File: src/design/multichannel_leaky_pid_macros.svh
// Assertion macros of the multichannel_leaky_pid top level
`ifndef MULTICHANNEL_LEAKY_PID_MACROS_SVH
`define MULTICHANNEL_LEAKY_PID_MACROS_SVH

// Same-cycle implication, disabled while reset is asserted
`define MLPID_ASSERT_IMPL(label, clk, rstn, ante, cons) \
    label: assert property (@(posedge clk) disable iff (!rstn) (ante) |-> (cons)) \
        else $error("mlpid assertion failed");

// Next-cycle implication, disabled while reset is asserted
`define MLPID_ASSERT_NEXT(label, clk, rstn, ante, cons) \
    label: assert property (@(posedge clk) disable iff (!rstn) (ante) |=> (cons)) \
        else $error("mlpid assertion failed");

`endif

File: src/design/mlpid_pkg.sv
// Shared types and constants of the multichannel leaky PID controller
`timescale 1ns / 1ps

package mlpid_pkg;

    localparam int GAIN_REGS = 6;
    localparam int GAIN_W    = 48;
    localparam int IDX_W     = 3;
    localparam int CH_IN_W   = 3;
    localparam int ERR_W     = 16;
    localparam int LEAK_W    = 16;
    localparam int LIM_W     = 15;
    localparam int INTEG_W   = 32;
    localparam int DE_W      = 17;
    localparam int MUL_A_W   = 33;
    localparam int MUL_B_W   = 18;
    localparam int PROD_W    = 49;
    localparam int ACC_W     = 50;
    localparam int U_W       = 38;

    localparam logic [LEAK_W:0] ONE_Q15 = 17'd32768;

    // Per-step commands from the controller to the datapath
    typedef struct packed {
        logic latch;     // capture the input transfer
        logic sum;       // integral + error, derivative, store last error
        logic leak_mul;  // multiply sum by leak
        logic integ;     // round and store integral, start kp*e
        logic mul_ki;    // acc = kp*e, start ki*integral
        logic mul_kd;    // acc += ki*integral, start kd*de
        logic acc_last;  // acc += kd*de
        logic round;     // round acc to Q30.8
        logic load_out;  // clamp and load the result register
        logic zero_out;  // result is zero (channel out of range)
    } mlpid_cmd_t;

    // Status from the datapath to the controller
    typedef struct packed {
        logic chan_ok;   // offered channel is in range
    } mlpid_sts_t;

endpackage

File: src/design/mlpid_datapath.sv
// Datapath: gain registers, channel state, shared multiplier, accumulator and clamp
`timescale 1ns / 1ps

module mlpid_datapath #(
    parameter int CHANNELS = 6
) (
    input  logic                                  aclk,
    input  logic                                  aresetn,
    input  logic                                  cfg_wen,
    input  logic [mlpid_pkg::IDX_W-1:0]           cfg_index,
    input  logic [mlpid_pkg::GAIN_W-1:0]          cfg_wdata,
    input  logic [mlpid_pkg::CH_IN_W-1:0]         s_channel,
    input  logic signed [mlpid_pkg::ERR_W-1:0]    s_error_in,
    input  logic [mlpid_pkg::LEAK_W-1:0]          s_leak,
    input  logic [mlpid_pkg::LIM_W-1:0]           s_limit,
    input  mlpid_pkg::mlpid_cmd_t                 cmd,
    output mlpid_pkg::mlpid_sts_t                 sts,
    output logic signed [mlpid_pkg::ERR_W-1:0]    m_drive,
    output logic                                  m_clamped
);

    localparam int CH_W = (CHANNELS > 1) ? $clog2(CHANNELS) : 1;
    localparam logic [mlpid_pkg::CH_IN_W-1:0] CH_LIM = mlpid_pkg::CH_IN_W'(CHANNELS);
    localparam logic [mlpid_pkg::IDX_W-1:0] REG_LIM = mlpid_pkg::IDX_W'(mlpid_pkg::GAIN_REGS);

    // Configuration and per-channel state
    logic [mlpid_pkg::GAIN_W-1:0]          gains_reg [mlpid_pkg::GAIN_REGS];
    logic signed [mlpid_pkg::INTEG_W-1:0]  integ_reg [CHANNELS];
    logic signed [mlpid_pkg::ERR_W-1:0]    lerr_reg  [CHANNELS];

    // Captured transfer
    logic [mlpid_pkg::CH_IN_W-1:0]         ch_reg;
    logic signed [mlpid_pkg::ERR_W-1:0]    err_reg;
    logic [mlpid_pkg::LEAK_W:0]            leak_reg;
    logic [mlpid_pkg::LIM_W-1:0]           lim_reg;

    // Working registers
    logic signed [mlpid_pkg::INTEG_W-1:0]  s_reg;
    logic signed [mlpid_pkg::DE_W-1:0]     de_reg;
    logic signed [mlpid_pkg::INTEG_W-1:0]  ig_reg;
    logic signed [mlpid_pkg::PROD_W-1:0]   prod_reg;
    logic signed [mlpid_pkg::ACC_W-1:0]    acc_reg;
    logic signed [mlpid_pkg::U_W-1:0]      u_reg;
    logic signed [mlpid_pkg::ERR_W-1:0]    drive_reg;
    logic                                  clamped_reg;

    logic [CH_W-1:0]                       ch_idx;
    logic [mlpid_pkg::GAIN_W-1:0]          gsel;
    logic [mlpid_pkg::ERR_W-1:0]           kp, ki, kd;
    logic signed [mlpid_pkg::INTEG_W:0]    sum_wide;
    logic signed [mlpid_pkg::INTEG_W-1:0]  sum_next;
    logic signed [mlpid_pkg::DE_W-1:0]     de_next;
    logic signed [mlpid_pkg::ACC_W-1:0]    ig_rnd;
    logic signed [mlpid_pkg::INTEG_W-1:0]  ig_next;
    logic signed [mlpid_pkg::MUL_A_W-1:0]  mul_a;
    logic signed [mlpid_pkg::MUL_B_W-1:0]  mul_b;
    logic signed [mlpid_pkg::MUL_A_W+mlpid_pkg::MUL_B_W-1:0] mul_full;
    logic signed [mlpid_pkg::ACC_W-1:0]    prod_ext;
    logic signed [mlpid_pkg::ACC_W-1:0]    acc_rnd;
    logic signed [mlpid_pkg::U_W-1:0]      lim_pos;
    logic signed [mlpid_pkg::U_W-1:0]      lim_neg;
    logic [mlpid_pkg::LEAK_W:0]            leak_sat;

    assign sts.chan_ok = (s_channel < CH_LIM);
    assign ch_idx      = ch_reg[CH_W-1:0];
    assign gsel        = gains_reg[ch_reg];
    assign kp          = gsel[47:32];
    assign ki          = gsel[31:16];
    assign kd          = gsel[15:0];
    assign leak_sat    = (s_leak > mlpid_pkg::ONE_Q15[mlpid_pkg::LEAK_W-1:0] && s_leak[15])
                         ? mlpid_pkg::ONE_Q15 : {1'b0, s_leak};

    // Gain register writes; indexes beyond the list are dropped
    always_ff @(posedge aclk) begin
        if (!aresetn) begin
            for (int i = 0; i < mlpid_pkg::GAIN_REGS; i++) begin
                gains_reg[i] <= '0;
            end
        end else if (cfg_wen && (cfg_index < REG_LIM)) begin
            gains_reg[cfg_index] <= cfg_wdata;
        end
    end

    // Saturating integral + error, and derivative
    always_comb begin
        sum_wide = {integ_reg[ch_idx][mlpid_pkg::INTEG_W-1], integ_reg[ch_idx]}
                 + {{(mlpid_pkg::INTEG_W + 1 - mlpid_pkg::ERR_W){err_reg[mlpid_pkg::ERR_W-1]}},
                    err_reg};
        if (sum_wide[mlpid_pkg::INTEG_W] != sum_wide[mlpid_pkg::INTEG_W-1]) begin
            sum_next = sum_wide[mlpid_pkg::INTEG_W] ? {1'b1, {(mlpid_pkg::INTEG_W-1){1'b0}}}
                                                    : {1'b0, {(mlpid_pkg::INTEG_W-1){1'b1}}};
        end else begin
            sum_next = sum_wide[mlpid_pkg::INTEG_W-1:0];
        end
        de_next = {err_reg[mlpid_pkg::ERR_W-1], err_reg}
                - {lerr_reg[ch_idx][mlpid_pkg::ERR_W-1], lerr_reg[ch_idx]};
    end

    // Leaked integral: round half up by 2^15, saturate to 32 bits
    always_comb begin
        ig_rnd = {prod_reg[mlpid_pkg::PROD_W-1], prod_reg} + mlpid_pkg::ACC_W'(16384);
        if (ig_rnd[49:46] != {4{ig_rnd[49]}}) begin
            ig_next = ig_rnd[49] ? {1'b1, {(mlpid_pkg::INTEG_W-1){1'b0}}}
                                 : {1'b0, {(mlpid_pkg::INTEG_W-1){1'b1}}};
        end else begin
            ig_next = ig_rnd[46:15];
        end
    end

    // Shared multiplier operand select
    always_comb begin
        mul_a = '0;
        mul_b = '0;
        if (cmd.leak_mul) begin
            mul_a = {s_reg[mlpid_pkg::INTEG_W-1], s_reg};
            mul_b = {1'b0, leak_reg};
        end else if (cmd.integ) begin
            mul_a = {{(mlpid_pkg::MUL_A_W - mlpid_pkg::ERR_W){err_reg[mlpid_pkg::ERR_W-1]}},
                     err_reg};
            mul_b = {2'b00, kp};
        end else if (cmd.mul_ki) begin
            mul_a = {ig_reg[mlpid_pkg::INTEG_W-1], ig_reg};
            mul_b = {2'b00, ki};
        end else if (cmd.mul_kd) begin
            mul_a = {{(mlpid_pkg::MUL_A_W - mlpid_pkg::DE_W){de_reg[mlpid_pkg::DE_W-1]}},
                     de_reg};
            mul_b = {2'b00, kd};
        end
    end

    assign mul_full = mul_a * mul_b;
    assign prod_ext = {prod_reg[mlpid_pkg::PROD_W-1], prod_reg};
    assign acc_rnd  = acc_reg + mlpid_pkg::ACC_W'(2048);
    assign lim_pos  = {{(mlpid_pkg::U_W - mlpid_pkg::LIM_W){1'b0}}, lim_reg};
    assign lim_neg  = -lim_pos;

    // Capture the transfer
    always_ff @(posedge aclk) begin
        if (cmd.latch) begin
            ch_reg   <= s_channel;
            err_reg  <= s_error_in;
            leak_reg <= leak_sat;
            lim_reg  <= s_limit;
        end
    end

    // Channel state update
    always_ff @(posedge aclk) begin
        if (!aresetn) begin
            for (int i = 0; i < CHANNELS; i++) begin
                integ_reg[i] <= '0;
                lerr_reg[i]  <= '0;
            end
        end else begin
            if (cmd.sum) begin
                lerr_reg[ch_idx] <= err_reg;
            end
            if (cmd.integ) begin
                integ_reg[ch_idx] <= ig_next;
            end
        end
    end

    // Arithmetic pipeline registers
    always_ff @(posedge aclk) begin
        if (cmd.sum) begin
            s_reg  <= sum_next;
            de_reg <= de_next;
        end
        if (cmd.integ) begin
            ig_reg <= ig_next;
        end
        if (cmd.leak_mul || cmd.integ || cmd.mul_ki || cmd.mul_kd) begin
            prod_reg <= mul_full[mlpid_pkg::PROD_W-1:0];
        end
        if (cmd.mul_ki) begin
            acc_reg <= prod_ext;
        end else if (cmd.mul_kd || cmd.acc_last) begin
            acc_reg <= acc_reg + prod_ext;
        end
        if (cmd.round) begin
            u_reg <= acc_rnd[mlpid_pkg::ACC_W-1:12];
        end
    end

    // Clamp into the result register
    always_ff @(posedge aclk) begin
        if (cmd.load_out) begin
            if (cmd.zero_out) begin
                drive_reg   <= '0;
                clamped_reg <= 1'b0;
            end else if (u_reg > lim_pos) begin
                drive_reg   <= lim_pos[mlpid_pkg::ERR_W-1:0];
                clamped_reg <= 1'b1;
            end else if (u_reg < lim_neg) begin
                drive_reg   <= lim_neg[mlpid_pkg::ERR_W-1:0];
                clamped_reg <= 1'b1;
            end else begin
                drive_reg   <= u_reg[mlpid_pkg::ERR_W-1:0];
                clamped_reg <= 1'b0;
            end
        end
    end

    assign m_drive   = drive_reg;
    assign m_clamped = clamped_reg;

endmodule

File: src/design/mlpid_ctrl.sv
// Controller: sequences one transfer through the datapath and owns the handshakes
`timescale 1ns / 1ps

module mlpid_ctrl (
    input  logic                  aclk,
    input  logic                  aresetn,
    input  logic                  s_valid,
    output logic                  s_ready,
    output logic                  m_valid,
    input  logic                  m_ready,
    input  mlpid_pkg::mlpid_sts_t sts,
    output mlpid_pkg::mlpid_cmd_t cmd
);

    localparam logic [3:0] ST_IDLE = 4'd0;
    localparam logic [3:0] ST_SUM  = 4'd1;
    localparam logic [3:0] ST_LEAK = 4'd2;
    localparam logic [3:0] ST_INTG = 4'd3;
    localparam logic [3:0] ST_MKI  = 4'd4;
    localparam logic [3:0] ST_MKD  = 4'd5;
    localparam logic [3:0] ST_ACC  = 4'd6;
    localparam logic [3:0] ST_RND  = 4'd7;
    localparam logic [3:0] ST_OUT  = 4'd8;

    logic [3:0] state_reg, state_next;
    logic       bad_reg, bad_next;
    logic       m_valid_reg, m_valid_next;
    logic       out_free;
    logic       accept;

    assign s_ready  = (state_reg == ST_IDLE);
    assign accept   = s_valid && s_ready;
    assign out_free = !m_valid_reg || m_ready;
    assign m_valid  = m_valid_reg;

    // Next state and step commands
    always_comb begin
        state_next = state_reg;
        bad_next   = bad_reg;
        cmd        = '0;
        unique case (state_reg)
            ST_IDLE: begin
                if (accept) begin
                    cmd.latch  = 1'b1;
                    bad_next   = !sts.chan_ok;
                    state_next = sts.chan_ok ? ST_SUM : ST_OUT;
                end
            end
            ST_SUM: begin
                cmd.sum    = 1'b1;
                state_next = ST_LEAK;
            end
            ST_LEAK: begin
                cmd.leak_mul = 1'b1;
                state_next   = ST_INTG;
            end
            ST_INTG: begin
                cmd.integ  = 1'b1;
                state_next = ST_MKI;
            end
            ST_MKI: begin
                cmd.mul_ki = 1'b1;
                state_next = ST_MKD;
            end
            ST_MKD: begin
                cmd.mul_kd = 1'b1;
                state_next = ST_ACC;
            end
            ST_ACC: begin
                cmd.acc_last = 1'b1;
                state_next   = ST_RND;
            end
            ST_RND: begin
                cmd.round  = 1'b1;
                state_next = ST_OUT;
            end
            ST_OUT: begin
                if (out_free) begin
                    cmd.load_out = 1'b1;
                    cmd.zero_out = bad_reg;
                    state_next   = ST_IDLE;
                end
            end
            default: begin
                state_next = ST_IDLE;
            end
        endcase
    end

    // Result valid: set on load, cleared when the transfer completes
    always_comb begin
        if (cmd.load_out) begin
            m_valid_next = 1'b1;
        end else if (m_ready) begin
            m_valid_next = 1'b0;
        end else begin
            m_valid_next = m_valid_reg;
        end
    end

    always_ff @(posedge aclk) begin
        if (!aresetn) begin
            state_reg   <= ST_IDLE;
            bad_reg     <= 1'b0;
            m_valid_reg <= 1'b0;
        end else begin
            state_reg   <= state_next;
            bad_reg     <= bad_next;
            m_valid_reg <= m_valid_next;
        end
    end

endmodule

File: src/design/multichannel_leaky_pid.sv
// Top level of the six-channel leaky PID controller
//
//  channel   direction  handshake          payload
//  s_        in         s_valid/s_ready    s_channel s_error_in s_leak s_limit
//  m_        out        m_valid/m_ready    m_drive m_clamped
//  cfg_      in         cfg_wen            cfg_index cfg_wdata (gain registers)
//
// An in-range transfer gives a valid result after its round and output steps; one
// 33x18 multiplier is shared by the leak, kp, ki and kd products in turn.
// An out-of-range channel goes straight to the output step and gives a zero result.
// A new transfer is accepted as soon as the result is loaded, even while it waits,
// so no new transfer is taken while one is still being sequenced. A stalled result holds
// the sequencer in its last step; reset clears control, gains and channel state.
`timescale 1ns / 1ps
`include "multichannel_leaky_pid_macros.svh"

module multichannel_leaky_pid #(
    parameter int CHANNELS = 6
) (
    input  logic                                  aclk,
    input  logic                                  aresetn,
    input  logic                                  cfg_wen,
    input  logic [mlpid_pkg::IDX_W-1:0]           cfg_index,
    input  logic [mlpid_pkg::GAIN_W-1:0]          cfg_wdata,
    input  logic                                  s_valid,
    output logic                                  s_ready,
    input  logic [mlpid_pkg::CH_IN_W-1:0]         s_channel,
    input  logic signed [mlpid_pkg::ERR_W-1:0]    s_error_in,
    input  logic [mlpid_pkg::LEAK_W-1:0]          s_leak,
    input  logic [mlpid_pkg::LIM_W-1:0]           s_limit,
    output logic                                  m_valid,
    input  logic                                  m_ready,
    output logic signed [mlpid_pkg::ERR_W-1:0]    m_drive,
    output logic                                  m_clamped
);

    localparam logic [mlpid_pkg::CH_IN_W-1:0] CH_LIM = mlpid_pkg::CH_IN_W'(CHANNELS);

    mlpid_pkg::mlpid_cmd_t cmd;
    mlpid_pkg::mlpid_sts_t sts;

    logic in_xfer;
    logic fresh_xfer;
    logic good_xfer;
    logic bad_xfer;
    logic zero_result;

    // Sequencer
    mlpid_ctrl u_ctrl (
        .aclk    (aclk),
        .aresetn (aresetn),
        .s_valid (s_valid),
        .s_ready (s_ready),
        .m_valid (m_valid),
        .m_ready (m_ready),
        .sts     (sts),
        .cmd     (cmd)
    );

    // Arithmetic and state
    mlpid_datapath #(
        .CHANNELS (CHANNELS)
    ) u_datapath (
        .aclk       (aclk),
        .aresetn    (aresetn),
        .cfg_wen    (cfg_wen),
        .cfg_index  (cfg_index),
        .cfg_wdata  (cfg_wdata),
        .s_channel  (s_channel),
        .s_error_in (s_error_in),
        .s_leak     (s_leak),
        .s_limit    (s_limit),
        .cmd        (cmd),
        .sts        (sts),
        .m_drive    (m_drive),
        .m_clamped  (m_clamped)
    );

    // Terms for the checks
    assign in_xfer     = s_valid && s_ready;
    assign fresh_xfer  = in_xfer && !m_valid;
    assign good_xfer   = fresh_xfer && (s_channel < CH_LIM);
    assign bad_xfer    = fresh_xfer && (s_channel >= CH_LIM);
    assign zero_result = m_valid && (m_drive == '0) && !m_clamped;

    // Checks
    `MLPID_ASSERT_NEXT(a_busy_after_accept, aclk, aresetn, in_xfer, !s_ready)
    `MLPID_ASSERT_NEXT(a_bad_channel_zero, aclk, aresetn, bad_xfer, ##1 zero_result)
    `MLPID_ASSERT_NEXT(a_result_latency, aclk, aresetn, good_xfer, ##7 (!m_valid) ##1 m_valid)

endmodule

File: config.mk
export PLATFORM = sky130hd
export DESIGN_NAME = multichannel_leaky_pid
export DESIGN_NICKNAME = d
export VERILOG_FILES = /design/src/design/mlpid_pkg.sv /design/src/design/mlpid_datapath.sv /design/src/design/mlpid_ctrl.sv /design/src/design/multichannel_leaky_pid.sv
export VERILOG_INCLUDE_DIRS = /design/src /design/src/design
export SDC_FILE = /design/constraint.sdc
export NUM_CORES = 2
export LEC_CHECK = 0
export ABC_CLOCK_PERIOD_IN_PS = 8400
export BUFFER_PORTS_ARGS = -buffer_cell sky130_fd_sc_hd__buf_4
export CAP_MARGIN = 20
export CORE_MARGIN = 2
export CORE_UTILIZATION = 30
export DETAILED_ROUTE_END_ITERATION = 16
export GPL_TIMING_DRIVEN = 0
export PLACE_DENSITY = 0.51
export SYNTH_ARGS = -nofsm -noshare
export SYNTH_HDL_FRONTEND = slang
export SYNTH_SLANG_ARGS = --single-unit
File: constraint.sdc
create_clock -name aclk -period 8.4 [get_ports aclk]
set_input_delay 0.42 -clock aclk [delete_from_list [all_inputs] [get_ports aclk]]
set_output_delay 0.42 -clock aclk [all_outputs]
set_load 0.01 [all_outputs]
==> results.yml <==
clocking:
  cts_htree_levels: 3
  clockBufferDepth: 3
  cts_root_buf: "clkbuf_16"
  clock_sinks: 1062
  clkTransAtPathRegs_ns: 0.06
  cts_tree: "yes"
  clk_latency_ns: 0.81
  numCtsBuffers: 111
setup_path:
  cp-start-kind: "flip-flop"
  worstPathMaxFanout: 7
  crit_top_cell: "fa_1"
  arrival_ns: 8.85
  crit_required_ns: 8.89
  critical_path.slowest_cell: "mux4_2"
  rr_worst_depth: 28
  critPathKind: "reg2reg"
  r2r_slack_ns: 0.03
  r2r-end: "u_datapath.prod_reg[47]"
  end_kind: "flip-flop"
  slowest_delay_ns: 0.58
floorplanning:
  fp.dieW_um: 484
  io_pins: 125
  rows: 176
  start_util_pct: 30.1
  core_area_sq_mm: 0.230
  die_area_sq_mm: 0.234
  die_height_um: 484
detailed_routing:
  first_pass_iters: 7
  drc: 0
  drt-initial-drc-count: 4292
  wirelength_um: 222000
  via_count: 48200
  vias_per_cell: 4.99
  drtAntennaViolNets: 0
  wl_per_cell_um: 23.0
timing:
  fin_setup_tns_ns: 0
  hold_violations: 0
  post-route-min-period_ns: 8.37
  clock_skew_ns: 0.114
  max_clock_freq_mhz: 119
  rsz0062_at_grt: "true"
  slew_viol_final: 0
  tightest_slew_ns: 1.23
  setup_viol: 0
  slew-limit-headroom_pct: 17.5
  timing.final.crit_share_pct: 99.6
  setup_slack_ns: 0.0311
logic_synthesis:
  synthTopCellsByCount: "edfxtp_1 (1,053), inv_1 (800), nor2_1 (753)"
  yosysTopAreaCell: "edfxtp_1"
  synth_fa_ha_area_share_pct: 19.0
  yosys_warnings: 0
  yosys.cell_count.top_type: "edfxtp_1"
  synth_area_sq_mm: 0.0692
  synth-seq-cells: 1062
  synth_simple_gate_area_share_pct: 10.7
  async_flop_share_pct: 0
  synth_xor_area_share_pct: 2.61
  synth.top_cell.area_share_pct: 45.7
  yosysSeqAreaShare_pct: 46.0
  synth_compound_area_share_pct: 7.48
  synth_edf_count: 1053
  synth_cell_types: 80
  synth_top_family_by_area: "adder cells"
  synth.avg_cell_area_sq_um: 11.5
  dominantRegCellSynth: "edfxtp_1"
  synth_area_leaders: "edfxtp_1 (46%), fa_1 (14%), mux4_2 (6.4%)"
  syn_inst: 5996
  muxShareOfSynthArea_pct: 8.31
placed_design:
  place_ws_ns: -3.72
  numPortBuffers: 122
  hpwl_um: 169000
  globalplace.congestion: 0.917
  numPlacedInstances: 9291
power_and_ir_drop:
  clock_power_share_pct: 31.3
  switching_share_pct: 32.5
  p_seq_share_pct: 40.3
  leakage_nw: 32.7
  peakVddDrop_uv: 180
  p_per_area_mw_per_mm2: 196
  p_switching_mw: 5.25
  intPower_mw: 10.9
  combPwrFrac_pct: 28.4
min_path:
  hold_depth: 3
  hp-start: "cfg_wdata[25]"
  hold_path_end: "u_datapath.gains_reg[1][25]"
  hp-class: "in2reg"
global_route:
  grt_pass1_vias: 50000
  grt_max_degree: 51
  grt-ovfl-total: 0
  grt_usage_pct: 18.7
  antenna_found_initial: 9
  grt_pass1_wl_um: 328000
layout:
  stdcell_count: 9651
  fin_nets: 7387
  syn2layout_area_growth_pct: 19.2
  drive_gt1_share_pct: 15.8
  largest_register_ffs: 384
outcome:
  status: "completed"
flow_run:
  maxCapViolations: 0
==> final cells by class <==
type | instances | area, sq um
Fill cell | 22600 | 147000
Inverter | 800 | 3020
Sequential cell | 1062 | 31800
Clock buffer | 140 | 2890
Timing Repair Buffer | 340 | 3310
Antenna cell | 2 | 5.00
Multi-Input combinational cell | 3954 | 35100
Buffer | 257 | 1720
Clock inverter | 70 | 830
Tap cell | 3026 | 3790
==> logic make-up after synthesis <==
logic type | after synthesis
multiplexers | 324
other | 1
flip-flops | 1062
AND/OR/NAND/NOR | 1716
buffers and inverters | 1075
AO/OA/AOI/OAI | 853
adder cells (fa/ha/maj) | 760
XOR/XNOR | 205
==> how the worst max path moves through the flow <==
stage	from	endpoint	slack (ns)	cells past startpoint
6_report	flip-flop	u_datapath.prod_reg[47]	0.03	28
2_1_floorplan	flip-flop	u_datapath.prod_reg[48]	0.003	30
3_5_place_dp	flip-flop	u_datapath.prod_reg[47]	-3.72	32
4_1_cts	flip-flop	u_datapath.prod_reg[47]	-0.006	32
5_1_grt	flip-flop	u_datapath.prod_reg[47]	-0.11	31
3_3_place_gp	flip-flop	u_datapath.prod_reg[47]	-4.85	31
==> critical path: cells and delay by family, from the launching register on <==
kind / cells / cell delay (ns)
fa+ha+maj: 7 / 3.58
flops: 1 / 0.43
buf+inv: 7 / 0.71
simple gates: 5 / 0.61
compound gates: 6 / 1.31
xor+xnor: 1 / 0.33
mux: 2 / 1.11
==> power groups by stage <==
stage	registers, mW	clock network, mW	logic [mW]
2_1_floorplan	6.50	0	2.58
3_3_place_gp	6.62	0	3.99
3_5_place_dp	6.60	0	4.09
4_1_cts	6.51	5.15	4.49
5_1_grt	6.53	5.34	4.91
6_report	6.51	5.05	4.58
==> what timing repair did <==
item / in CTS / in global routing
resized for setup: 428 / 114
cloned: 2 / 0
pin swaps: 48 / 60
hold buffers: 45 / 0
setup buffers: 99 / 18
endpoints found under the setup margin: 72 / 21
hold endpoints to repair: 64 / 0
==> metal layers <==
metal	routed length [um]	part of all wire, %	track usage (%)
met1	95500	43	25.3
met2	104000	47	30.7
met3	14200	6.4	2.86
met4	8150	3.7	5.92
met5	63	0.028	0
==> cells in the final DEF, fill, tap and decap left out, types with 36 or more instances in the layout <==
master,instances
fa_1,479
mux2_2,44
xor2_1,71
buf_4,238
ha_1,250
nand4_1,40
inv_1,792
nor2_1,738
nor2b_1,55
nand2b_1,36
edfxtp_1,1053
a21o_1,91
nand3_1,66
xnor2_1,125
dlygate4sd3_1,45
and2_1,50
o21ai_0,273
a21oi_1,224
mux4_2,196
nand2_1,543
clkbuf_16,121
mux2i_1,49
clkbuf_1,164
conb_1,96
==> metrics by stage <==
| stage | hold WS (ns) | total power [mW] | util (%) | instance area, sq um |
|---|---|---|---|---|
| after floorplan | 0.517 | 9.08 | - | 69500 |
| after global placement | 0.542 | 10.6 | 32.3 | 74200 |
| after detailed placement | 0.551 | 10.7 | 32.7 | 75200 |
| after CTS | 0.00404 | 16.1 | 35.7 | 81900 |
| after global routing | 0.0307 | 16.8 | 35.9 | 82500 |
| final | 0.0573 | 16.1 | 35.9 | 82500 |
No activity file was read; power rests on OpenSTA's default activity.
